===== config.mk =====
export PLATFORM = sky130hd
export DESIGN_NAME = der_tlv_header_parser
export DESIGN_NICKNAME = d
export VERILOG_FILES = /design/src/rtl/dthp_pkg.sv /design/src/rtl/dthp_front.sv /design/src/rtl/dthp_queue.sv /design/src/rtl/dthp_back.sv /design/src/rtl/der_tlv_header_parser.sv
export VERILOG_INCLUDE_DIRS = /design/src /design/src/rtl
export SDC_FILE = /design/constraint.sdc
export NUM_CORES = 1
export LEC_CHECK = 0
export BUFFER_PORTS_ARGS = -buffer_cell sky130_fd_sc_hd__buf_2
export CORE_AREA = 2 2 198 200
export CTS_CLUSTER_DIAMETER = 150
export CTS_CLUSTER_SIZE = 16
export DETAILED_ROUTE_END_ITERATION = 12
export DIE_AREA = 0 0 200 202
export SLEW_MARGIN = 20
export SYNTH_ARGS = -nofsm -noshare
export SYNTH_HDL_FRONTEND = slang
export SYNTH_SLANG_ARGS = --single-unit

===== constraint.sdc =====
create_clock -name clk -period 11.3 [get_ports clk]
set_clock_uncertainty 0.2 [all_clocks]
set_input_delay 2.26 -clock clk [delete_from_list [all_inputs] [get_ports clk]]
set_output_delay 2.26 -clock clk [all_outputs]
set_load 0.02 [all_outputs]

===== src/rtl/assert_macros.svh =====
// Assertion helpers shared by the RTL modules.
`ifndef ASSERT_MACROS_SVH
`define ASSERT_MACROS_SVH
`ifndef SYNTHESIS
`define ASSERT_AT(label, clk, rst_n, prop) \
	label: assert property (@(posedge clk) disable iff (!rst_n) prop) \
		else $error("assertion failed");
`define ASSERT_NEVER(label, clk, rst_n, cond) \
	label: assert property (@(posedge clk) disable iff (!rst_n) !(cond)) \
		else $error("forbidden condition seen");
`else
`define ASSERT_AT(label, clk, rst_n, prop)
`define ASSERT_NEVER(label, clk, rst_n, cond)
`endif
`endif


===== src/rtl/dthp_pkg.sv =====
package dthp_pkg;

	localparam int MAX_LENGTH_OCTETS = 4;
	localparam int TAG_WIDTH = 32;
	localparam int LOCT_W = $clog2(MAX_LENGTH_OCTETS + 1);

	localparam int Q_DEPTH = 2;
	localparam int QPTR_W = (Q_DEPTH > 1) ? $clog2(Q_DEPTH) : 1;
	localparam int QCNT_W = $clog2(Q_DEPTH + 1);

	localparam logic [4:0] LONG_TAG_MARK = 5'h1F;
	localparam logic [3:0] HDR_MAX = 4'd15;
	localparam logic [31:0] LEN_SHIFT_MAX = 32'h00FF_FFFF;

	typedef enum logic [2:0] {
		PH_IDENT,
		PH_TAG_LONG,
		PH_LEN_FIRST,
		PH_LEN_LONG,
		PH_CONTENT
	} phase_t;

	typedef enum logic {
		KIND_HEADER,
		KIND_CONTENT
	} kind_t;

	typedef enum logic [1:0] {
		ERR_NONE,
		ERR_TAG_WIDE,
		ERR_LEN_OCTETS
	} err_t;

	typedef struct packed {
		kind_t       kind;
		logic [1:0]  tag_class;
		logic        constructed;
		logic [31:0] tag_number;
		logic [31:0] content_length;
		logic [3:0]  header_bytes;
		logic [7:0]  content_byte;
		logic        item_end;
		err_t        error_code;
	} res_t;

	typedef struct packed {
		logic full;
		logic empty;
	} qstat_t;

endpackage


===== src/rtl/dthp_front.sv =====
`include "assert_macros.svh"

module dthp_front (
	input  logic             clk,
	input  logic             arst_n,
	input  logic             in_accept,
	input  logic [7:0]       data_byte,
	input  logic             cfg_we,
	input  logic             cfg_pass,
	output logic             push,
	output dthp_pkg::res_t   push_data
);

	dthp_pkg::phase_t                phase_q, phase_d;
	logic [1:0]                      class_q, class_d;
	logic                            cons_q, cons_d;
	logic [dthp_pkg::TAG_WIDTH-1:0]  tag_q, tag_d;
	logic [dthp_pkg::TAG_WIDTH-1:0]  tag_shift;
	logic                            tag_top;
	logic [31:0]                     len_q, len_d;
	logic [dthp_pkg::LOCT_W-1:0]     loct_q, loct_d;
	logic [3:0]                      hcnt_q, hcnt_d, hcnt_inc;
	logic [31:0]                     cleft_q, cleft_d;
	logic                            tag_err_q, tag_err_d;
	logic                            pass_q;
	logic                            hdr_emit;

	assign tag_shift = (tag_q << 7) | dthp_pkg::TAG_WIDTH'(data_byte[6:0]);
	assign tag_top   = (tag_q >> (dthp_pkg::TAG_WIDTH - 7)) != '0;
	assign hcnt_inc  = (hcnt_q < dthp_pkg::HDR_MAX) ? hcnt_q + 4'd1 : hcnt_q;

	always_ff @(posedge clk or negedge arst_n) begin
		if (!arst_n) begin
			phase_q   <= dthp_pkg::PH_IDENT;
			class_q   <= '0;
			cons_q    <= 1'b0;
			tag_q     <= '0;
			len_q     <= '0;
			loct_q    <= '0;
			hcnt_q    <= '0;
			cleft_q   <= '0;
			tag_err_q <= 1'b0;
			pass_q    <= 1'b1;
		end else begin
			phase_q   <= phase_d;
			class_q   <= class_d;
			cons_q    <= cons_d;
			tag_q     <= tag_d;
			len_q     <= len_d;
			loct_q    <= loct_d;
			hcnt_q    <= hcnt_d;
			cleft_q   <= cleft_d;
			tag_err_q <= tag_err_d;
			if (cfg_we) begin
				pass_q <= cfg_pass;
			end
		end
	end

	always_comb begin
		phase_d   = phase_q;
		class_d   = class_q;
		cons_d    = cons_q;
		tag_d     = tag_q;
		len_d     = len_q;
		loct_d    = loct_q;
		hcnt_d    = hcnt_q;
		cleft_d   = cleft_q;
		tag_err_d = tag_err_q;
		hdr_emit  = 1'b0;
		push      = 1'b0;

		push_data.kind         = dthp_pkg::KIND_HEADER;
		push_data.content_byte = 8'd0;
		push_data.item_end     = 1'b0;
		push_data.error_code   = tag_err_q ? dthp_pkg::ERR_TAG_WIDE : dthp_pkg::ERR_NONE;

		if (in_accept) begin
			case (phase_q)
				dthp_pkg::PH_IDENT: begin
					class_d   = data_byte[7:6];
					cons_d    = data_byte[5];
					len_d     = '0;
					tag_err_d = 1'b0;
					hcnt_d    = 4'd1;
					if (data_byte[4:0] != dthp_pkg::LONG_TAG_MARK) begin
						tag_d   = dthp_pkg::TAG_WIDTH'(data_byte[4:0]);
						phase_d = dthp_pkg::PH_LEN_FIRST;
					end else begin
						tag_d   = '0;
						phase_d = dthp_pkg::PH_TAG_LONG;
					end
				end
				dthp_pkg::PH_TAG_LONG: begin
					hcnt_d = hcnt_inc;
					if (tag_top || tag_err_q) begin
						tag_err_d = 1'b1;
						tag_d     = '1;
					end else begin
						tag_d = tag_shift;
					end
					if (!data_byte[7]) begin
						phase_d = dthp_pkg::PH_LEN_FIRST;
					end
				end
				dthp_pkg::PH_LEN_FIRST: begin
					hcnt_d = hcnt_inc;
					len_d  = '0;
					if (!data_byte[7]) begin
						len_d    = 32'(data_byte[6:0]);
						hdr_emit = 1'b1;
					end else if (data_byte[6:0] == 7'd0) begin
						hdr_emit = 1'b1;
					end else if (data_byte[6:0] > 7'(dthp_pkg::MAX_LENGTH_OCTETS)) begin
						push                 = 1'b1;
						push_data.item_end   = 1'b1;
						push_data.error_code = dthp_pkg::ERR_LEN_OCTETS;
						phase_d              = dthp_pkg::PH_IDENT;
					end else begin
						loct_d  = dthp_pkg::LOCT_W'(data_byte[6:0]);
						phase_d = dthp_pkg::PH_LEN_LONG;
					end
				end
				dthp_pkg::PH_LEN_LONG: begin
					hcnt_d = hcnt_inc;
					len_d  = (len_q > dthp_pkg::LEN_SHIFT_MAX) ? '1 : {len_q[23:0], data_byte};
					if (loct_q != '0) begin
						loct_d = loct_q - 1'b1;
					end
					if (loct_d == '0) begin
						hdr_emit = 1'b1;
					end
				end
				dthp_pkg::PH_CONTENT: begin
					if (cleft_q != '0) begin
						cleft_d = cleft_q - 32'd1;
					end
					push_data.item_end = (cleft_d == '0);
					if (cleft_d == '0) begin
						phase_d = dthp_pkg::PH_IDENT;
					end
					if (pass_q) begin
						push                   = 1'b1;
						push_data.kind         = dthp_pkg::KIND_CONTENT;
						push_data.content_byte = data_byte;
					end
				end
				default: begin
					phase_d = dthp_pkg::PH_IDENT;
				end
			endcase

			if (hdr_emit) begin
				push               = 1'b1;
				push_data.item_end = (len_d == '0);
				if (len_d == '0) begin
					phase_d = dthp_pkg::PH_IDENT;
				end else begin
					cleft_d = len_d;
					phase_d = dthp_pkg::PH_CONTENT;
				end
			end
		end

		push_data.tag_class      = class_d;
		push_data.constructed    = cons_d;
		push_data.tag_number     = 32'(tag_d);
		push_data.content_length = len_d;
		push_data.header_bytes   = hcnt_d;
	end

	`ASSERT_AT(a_loct_live, clk, arst_n, (phase_q == dthp_pkg::PH_LEN_LONG) |-> (loct_q != '0))
	`ASSERT_AT(a_content_live, clk, arst_n, (phase_q == dthp_pkg::PH_CONTENT) |-> (cleft_q != '0))
	`ASSERT_AT(a_tag_saturated, clk, arst_n, tag_err_q |-> (tag_q == '1))

endmodule


===== src/rtl/dthp_queue.sv =====
`include "assert_macros.svh"

module dthp_queue (
	input  logic             clk,
	input  logic             arst_n,
	input  logic             push,
	input  dthp_pkg::res_t   wdata,
	input  logic             pop,
	output dthp_pkg::res_t   rdata,
	output dthp_pkg::qstat_t stat
);

	dthp_pkg::res_t              q_mem [dthp_pkg::Q_DEPTH];
	logic [dthp_pkg::QPTR_W-1:0] wr_ptr_q, rd_ptr_q;
	logic [dthp_pkg::QCNT_W-1:0] count_q;

	function automatic logic [dthp_pkg::QPTR_W-1:0] ptr_next(
		input logic [dthp_pkg::QPTR_W-1:0] ptr
	);
		return (ptr == dthp_pkg::QPTR_W'(dthp_pkg::Q_DEPTH - 1)) ? '0 : ptr + 1'b1;
	endfunction

	assign stat.full  = (count_q == dthp_pkg::QCNT_W'(dthp_pkg::Q_DEPTH));
	assign stat.empty = (count_q == '0);
	assign rdata      = q_mem[rd_ptr_q];

	always_ff @(posedge clk) begin
		if (push) begin
			q_mem[wr_ptr_q] <= wdata;
		end
	end

	always_ff @(posedge clk or negedge arst_n) begin
		if (!arst_n) begin
			wr_ptr_q <= '0;
			rd_ptr_q <= '0;
			count_q  <= '0;
		end else begin
			if (push) begin
				wr_ptr_q <= ptr_next(wr_ptr_q);
			end
			if (pop) begin
				rd_ptr_q <= ptr_next(rd_ptr_q);
			end
			if (push && !pop) begin
				count_q <= count_q + 1'b1;
			end else if (pop && !push) begin
				count_q <= count_q - 1'b1;
			end
		end
	end

	`ASSERT_NEVER(a_no_overflow, clk, arst_n, push && stat.full)
	`ASSERT_NEVER(a_no_underflow, clk, arst_n, pop && stat.empty)
	`ASSERT_AT(a_empty_ptrs, clk, arst_n, stat.empty |-> (wr_ptr_q == rd_ptr_q))

endmodule


===== src/rtl/dthp_back.sv =====
module dthp_back (
	input  logic             clk,
	input  logic             arst_n,
	input  dthp_pkg::qstat_t stat,
	input  dthp_pkg::res_t   rdata,
	output logic             pop,
	input  logic             out_stall,
	output logic             out_valid,
	output dthp_pkg::res_t   out_res
);

	logic           valid_q;
	dthp_pkg::res_t res_q;

	assign pop       = !stat.empty && (!valid_q || !out_stall);
	assign out_valid = valid_q;
	assign out_res   = res_q;

	always_ff @(posedge clk or negedge arst_n) begin
		if (!arst_n) begin
			valid_q <= 1'b0;
		end else if (pop) begin
			valid_q <= 1'b1;
		end else if (!out_stall) begin
			valid_q <= 1'b0;
		end
	end

	always_ff @(posedge clk) begin
		if (pop) begin
			res_q <= rdata;
		end
	end

endmodule


===== src/rtl/der_tlv_header_parser.sv =====
// DER TLV header parser.
// Input channel: in_valid / in_stall with data_byte, one byte of the DER
// stream per item. Output channel: out_valid / out_stall with one result per
// item: a header result when the length octets are complete or too many, and
// with pass_content set, one per content byte, the last one with item_end.
// Configuration: cfg_valid / cfg_ready writes pass_content; cfg_ready is
// always high. Write it only while the parser is idle.
// Throughput: one byte per cycle while in_stall is low. The parser state
// machine classifies a byte in the cycle it is accepted and pushes its result
// into a two-entry queue; the output register drains that queue one result
// per cycle while out_stall is low. A result is written into the queue when
// its byte is accepted and is loaded from there into the output register,
// which drives out_valid, once that register is free.
// Reset: pass_content returns to 1, the parser expects an identifier byte,
// the queue and output register are empty.
// Receiver stall: the output register holds; the queue fills, and once it
// holds two results in_stall rises until the receiver takes one.
module der_tlv_header_parser (
	input  logic        clk,
	input  logic        arst_n,
	input  logic        in_valid,
	output logic        in_stall,
	input  logic [7:0]  data_byte,
	input  logic        cfg_valid,
	output logic        cfg_ready,
	input  logic        pass_content,
	output logic        out_valid,
	input  logic        out_stall,
	output logic        result_kind,
	output logic [1:0]  tag_class,
	output logic        constructed,
	output logic [31:0] tag_number,
	output logic [31:0] content_length,
	output logic [3:0]  header_bytes,
	output logic [7:0]  content_byte,
	output logic        item_end,
	output logic [1:0]  error_code
);

	logic             in_accept;
	logic             push;
	logic             pop;
	dthp_pkg::res_t   push_data;
	dthp_pkg::res_t   q_rdata;
	dthp_pkg::res_t   out_res;
	dthp_pkg::qstat_t q_stat;

	assign cfg_ready = 1'b1;
	assign in_stall  = q_stat.full;
	assign in_accept = in_valid && !in_stall;

	dthp_front u_front (
		.clk       (clk),
		.arst_n    (arst_n),
		.in_accept (in_accept),
		.data_byte (data_byte),
		.cfg_we    (cfg_valid && cfg_ready),
		.cfg_pass  (pass_content),
		.push      (push),
		.push_data (push_data)
	);

	dthp_queue u_queue (
		.clk    (clk),
		.arst_n (arst_n),
		.push   (push),
		.wdata  (push_data),
		.pop    (pop),
		.rdata  (q_rdata),
		.stat   (q_stat)
	);

	dthp_back u_back (
		.clk       (clk),
		.arst_n    (arst_n),
		.stat      (q_stat),
		.rdata     (q_rdata),
		.pop       (pop),
		.out_stall (out_stall),
		.out_valid (out_valid),
		.out_res   (out_res)
	);

	assign result_kind    = out_res.kind;
	assign tag_class      = out_res.tag_class;
	assign constructed    = out_res.constructed;
	assign tag_number     = out_res.tag_number;
	assign content_length = out_res.content_length;
	assign header_bytes   = out_res.header_bytes;
	assign content_byte   = out_res.content_byte;
	assign item_end       = out_res.item_end;
	assign error_code     = out_res.error_code;

endmodule


==> summary.md <==
The tools report the count of hold-fix buffers inserted at cts as 0. Hold is met by 0.323 ns. The tools report the first-pass GRT wire length as 54800 µm. Walking the worst path, the cells encountered are buf_2 -> or4_1 -> o41ai_1 -> nand2_1 -> o31ai_1 -> o21ai_0 -> a21oi_4 -> buf_4.

The floorplan step defined a die boundary enclosing 40400 µm². The total leakage power was 6.01 nW. Clock latency on the worst-skew pair, taken at its later pin, is 0.56 ns. The total of max-cap violations is 0, and the worst slew margin relative to its limit is 0.284.

The number of buffers on the longest clock path is 3, and the chip height is 202 µm. Slew at the pin with the worst max-slew slack: 1.07 ns. The run gives 0 as the global route total overflow. The run gives 9355 as the via count of the first global-routing pass.

The tree is rooted in a clkbuf_16. For the number of endpoints failing setup at the final stage, the log shows 0. The run gives 0 as the number of hold violations in the final report. For the footprint of the flip-flops and latches, the log shows 10400 µm². Setup repair after global routing left no endpoint under its margin.

The logs give 2.57 mW for the cell internal power dissipation and 15200 µm² for the synthesized area. Post-detailed-route via-to-cell ratio: 5.37. The total of buffers placed on input and output ports was 98; the number of buffers created by CTS was 26. The run gives 0 as the number of antenna violations at the first check in global routing. Yosys mapped the design onto 70 distinct sky130hd cell types. The tools report the post-CTS resize count as 0. For the placer congestion estimate, the log shows 0.891. Nature of the critical path endpoint: a register. The number of nets at the end of the flow came out at 1270.

The family of cells with the greatest summed delay on the critical path was compound AO/OA/AOI/OAI gates. The number of placement rows is 72. Dividing the detail-routed wire length by the instance count gives 19.6 µm.

The net count after synthesis is 1187. 0 antenna diodes ended up in the layout. The run finished with clean final reports.

The synthesis-to-finish area growth works out to 11.8%. The routed layout has 9608 vias. TritonCTS built the clock tree.

The run gives 5 as the number of iterations in the first detailed-routing pass. The first-iteration detailed-routing DRC count is 885. Counting both buffers and inverters, the worst setup path holds a total of 2. For this run, design rule violations remaining after detail routing come to 0. The global-route usage over all layers is 0.175. The combined area of the multi-input logic cells is 4520 µm², and the count of fill cells added during filler insertion is 3496. After layout, the minimum clock period comes to 5.44 ns. Clock-pin slew was measured on the worst setup and hold paths at 0.07 ns. The sequential share of power was 0.519; the placeable core area was 38300 µm². The pin count of the biggest net entering global routing was 72; the number of flops mapped to enable cells by yosys was 249. STA classifies the critical path startpoint as a primary input. The logs give 5.40 ns for the critical path arrival and 0.251 for the combinational power share. The library cells used most frequently in the layout, excluding fill and tap cells, are edfxtp_1, nand2_1, nor2_1. Of all nets on the critical path, the largest fanout is 71.

In this run the post-CTS setup repair buffer count came out at 0. Fraction of final layout cells sized beyond drive strength 1: 0.194. Once detailed placement completed, the half-perimeter wirelength came to 23400 µm. The slack of the worst reg-to-reg path came out at 6.59 ns. The initial core utilization came out at 0.396. The proportion of synthesized flip-flops having asynchronous set or reset is 0.318. Across the VDD grid, the largest voltage drop is 144 µV. The maximum clock frequency is 0.184 GHz. After technology mapping, the gate count stands at 1167. For this design the total switching power over the nets is 1.24 mW. Most used flip-flop cell after synthesis: edfxtp_1.

By startpoint and endpoint, the worst setup path is classified as primary input to register. Dividing total power by cell area gives a power density of 224 nW/µm². The number of max-slew violations in the final report is 0, and the number of storage elements in the synthesis netlist is 365.

The fraction of the yosys area taken by sequential cells was 0.684; the number of ports placed on the die boundary was 100. The tools report the fraction of power consumed by the clock network as 0.230. The floorplan step set the die width to 200 µm. On the critical path, the stage with the largest delay is an instance of buf_4. The deepest level of the CTS H-tree was 1. The path class of the tightest hold or removal check is register to register.

After detailed routing, the total wire length is 35000 µm. The Yosys step of the flow raised 0 warnings. At the worst endpoint, the required time is 11.26 ns. The switching share of power works out to 0.326. The number of nets still failing antenna checks after routing was 0. Portion of the clock cycle consumed by the worst path in the final layout: 0.481. The average instance in the mapped netlist occupies 13.0 µm². Adding up every negative setup slack in the final design gives 0 ns.

The largest single stage delay on the critical path is 0.83 ns. The count of clock tree sinks is 365. Leaving out fill and tap cells, the most frequent cell in the layout is edfxtp_1.
[per-layer routing]
layer	track usage	vias up	wire, µm
met1	0.262	4772	16300
met5	0	-	0
li1	-	4504	-
met2	0.269	287	16000
met4	0.0444	0	725
met3	0.0227	45	2000
[power groups by stage]
stage	clock network, mW	registers, mW	logic, mW
after floorplan	0	2.09	0.524
after global placement	0	2.00	0.961
after detailed placement	0	2.00	0.963
after CTS	0.902	1.97	0.970
after global routing	0.948	2.01	1.05
final	0.875	1.98	0.955
[cell usage after synthesis, drive strengths merged (16+ instances only)]
cell type  count  share of area
nand3         24         0.0079
mux2          88          0.065
nand2        120          0.030
clkbuf        41          0.010
nor2         118          0.029
inv           18         0.0045
nor4          22         0.0095
dfrtp        115           0.19
nor3          19         0.0063
a21oi         42          0.014
o21ai         91          0.030
edfxtp       249           0.49
o22ai         16         0.0066
[state kept, by name, summed over array words and instances, names as in the netlist]
register	cells
u_back.out_res	83
u_back.out_valid	1
u_front.class_q	2
u_front.cleft_q	32
u_front.cons_q	1
u_front.hcnt_q	4
u_front.len_q	32
u_front.loct_q	3
u_front.pass_q	1
u_front.phase_q	3
u_front.tag_err_q	1
u_front.tag_q	32
u_queue.count_q	2
u_queue.q_mem	166
u_queue.rd_ptr_q	1
u_queue.wr_ptr_q	1
[per-stage QoR]
stage / utilization / worst slack, ns / power, mW / instances / area (µm²)
2_1_floorplan: - / 2.93 / 2.62 / 1167 / 15200
3_3_place_gp: 0.423 / 5.36 / 2.96 / 1740 / 16200
3_5_place_dp: 0.423 / 5.28 / 2.96 / 1740 / 16200
4_1_cts: 0.443 / 5.85 / 3.85 / 1788 / 17000
5_1_grt: 0.443 / 5.65 / 4.00 / 1788 / 17000
6_report: 0.443 / 5.86 / 3.81 / 1788 / 17000
[cell type report]
cell class                      count  share of cell area
Multi-Input combinational cell    729               0.266
Tap cell                          518              0.0382
Timing Repair Buffer              110              0.0344
Inverter                           18             0.00406
Clock inverter                      2             0.00207
Sequential cell                   365               0.612
Clock buffer                       46              0.0428
[cell families (layout without fill, tap and decap cells)]
kind of cell             after synthesis  count (layout)  share of synthesized area
buffers and inverters                 73             176                     0.0192
flip-flops                           365             365                      0.684
adder cells (fa/ha/maj)                6               6                    0.00495
other                                  1               1                   0.000247
AO/OA/AOI/OAI                        234             234                     0.0978
multiplexers                          92              92                     0.0679
XOR/XNOR                              12              12                    0.00693
AND/OR/NAND/NOR                      384             384                      0.119
[worst paths after layout]
path,start,to,depth (start not counted)
max,data_byte[6],u_queue.q_mem[0][34]$_DFFE_PP_,8
min,u_back.out_valid$_DFFE_PN0P_,u_back.out_valid$_DFFE_PN0P_,2
max reg2reg,u_front.cleft_q[0]$_DFFE_PN0P_,u_queue.q_mem[0][2]$_DFFE_PP_,10
min reg2reg,u_back.out_valid$_DFFE_PN0P_,u_back.out_valid$_DFFE_PN0P_,2
max in group asynchronous,arst_n,u_front.len_q[4]$_DFF_PN0_,2
min in group asynchronous,arst_n,u_front.cleft_q[18]$_DFFE_PN0P_,1
[worst min-delay path, delay by kind of cell, from the launching register on]
family | cells | cell delay [ns]
DFF | 1 | 0.35
and+or+nand+nor | 2 | 0.14
Power figures use the tool's default switching activity.
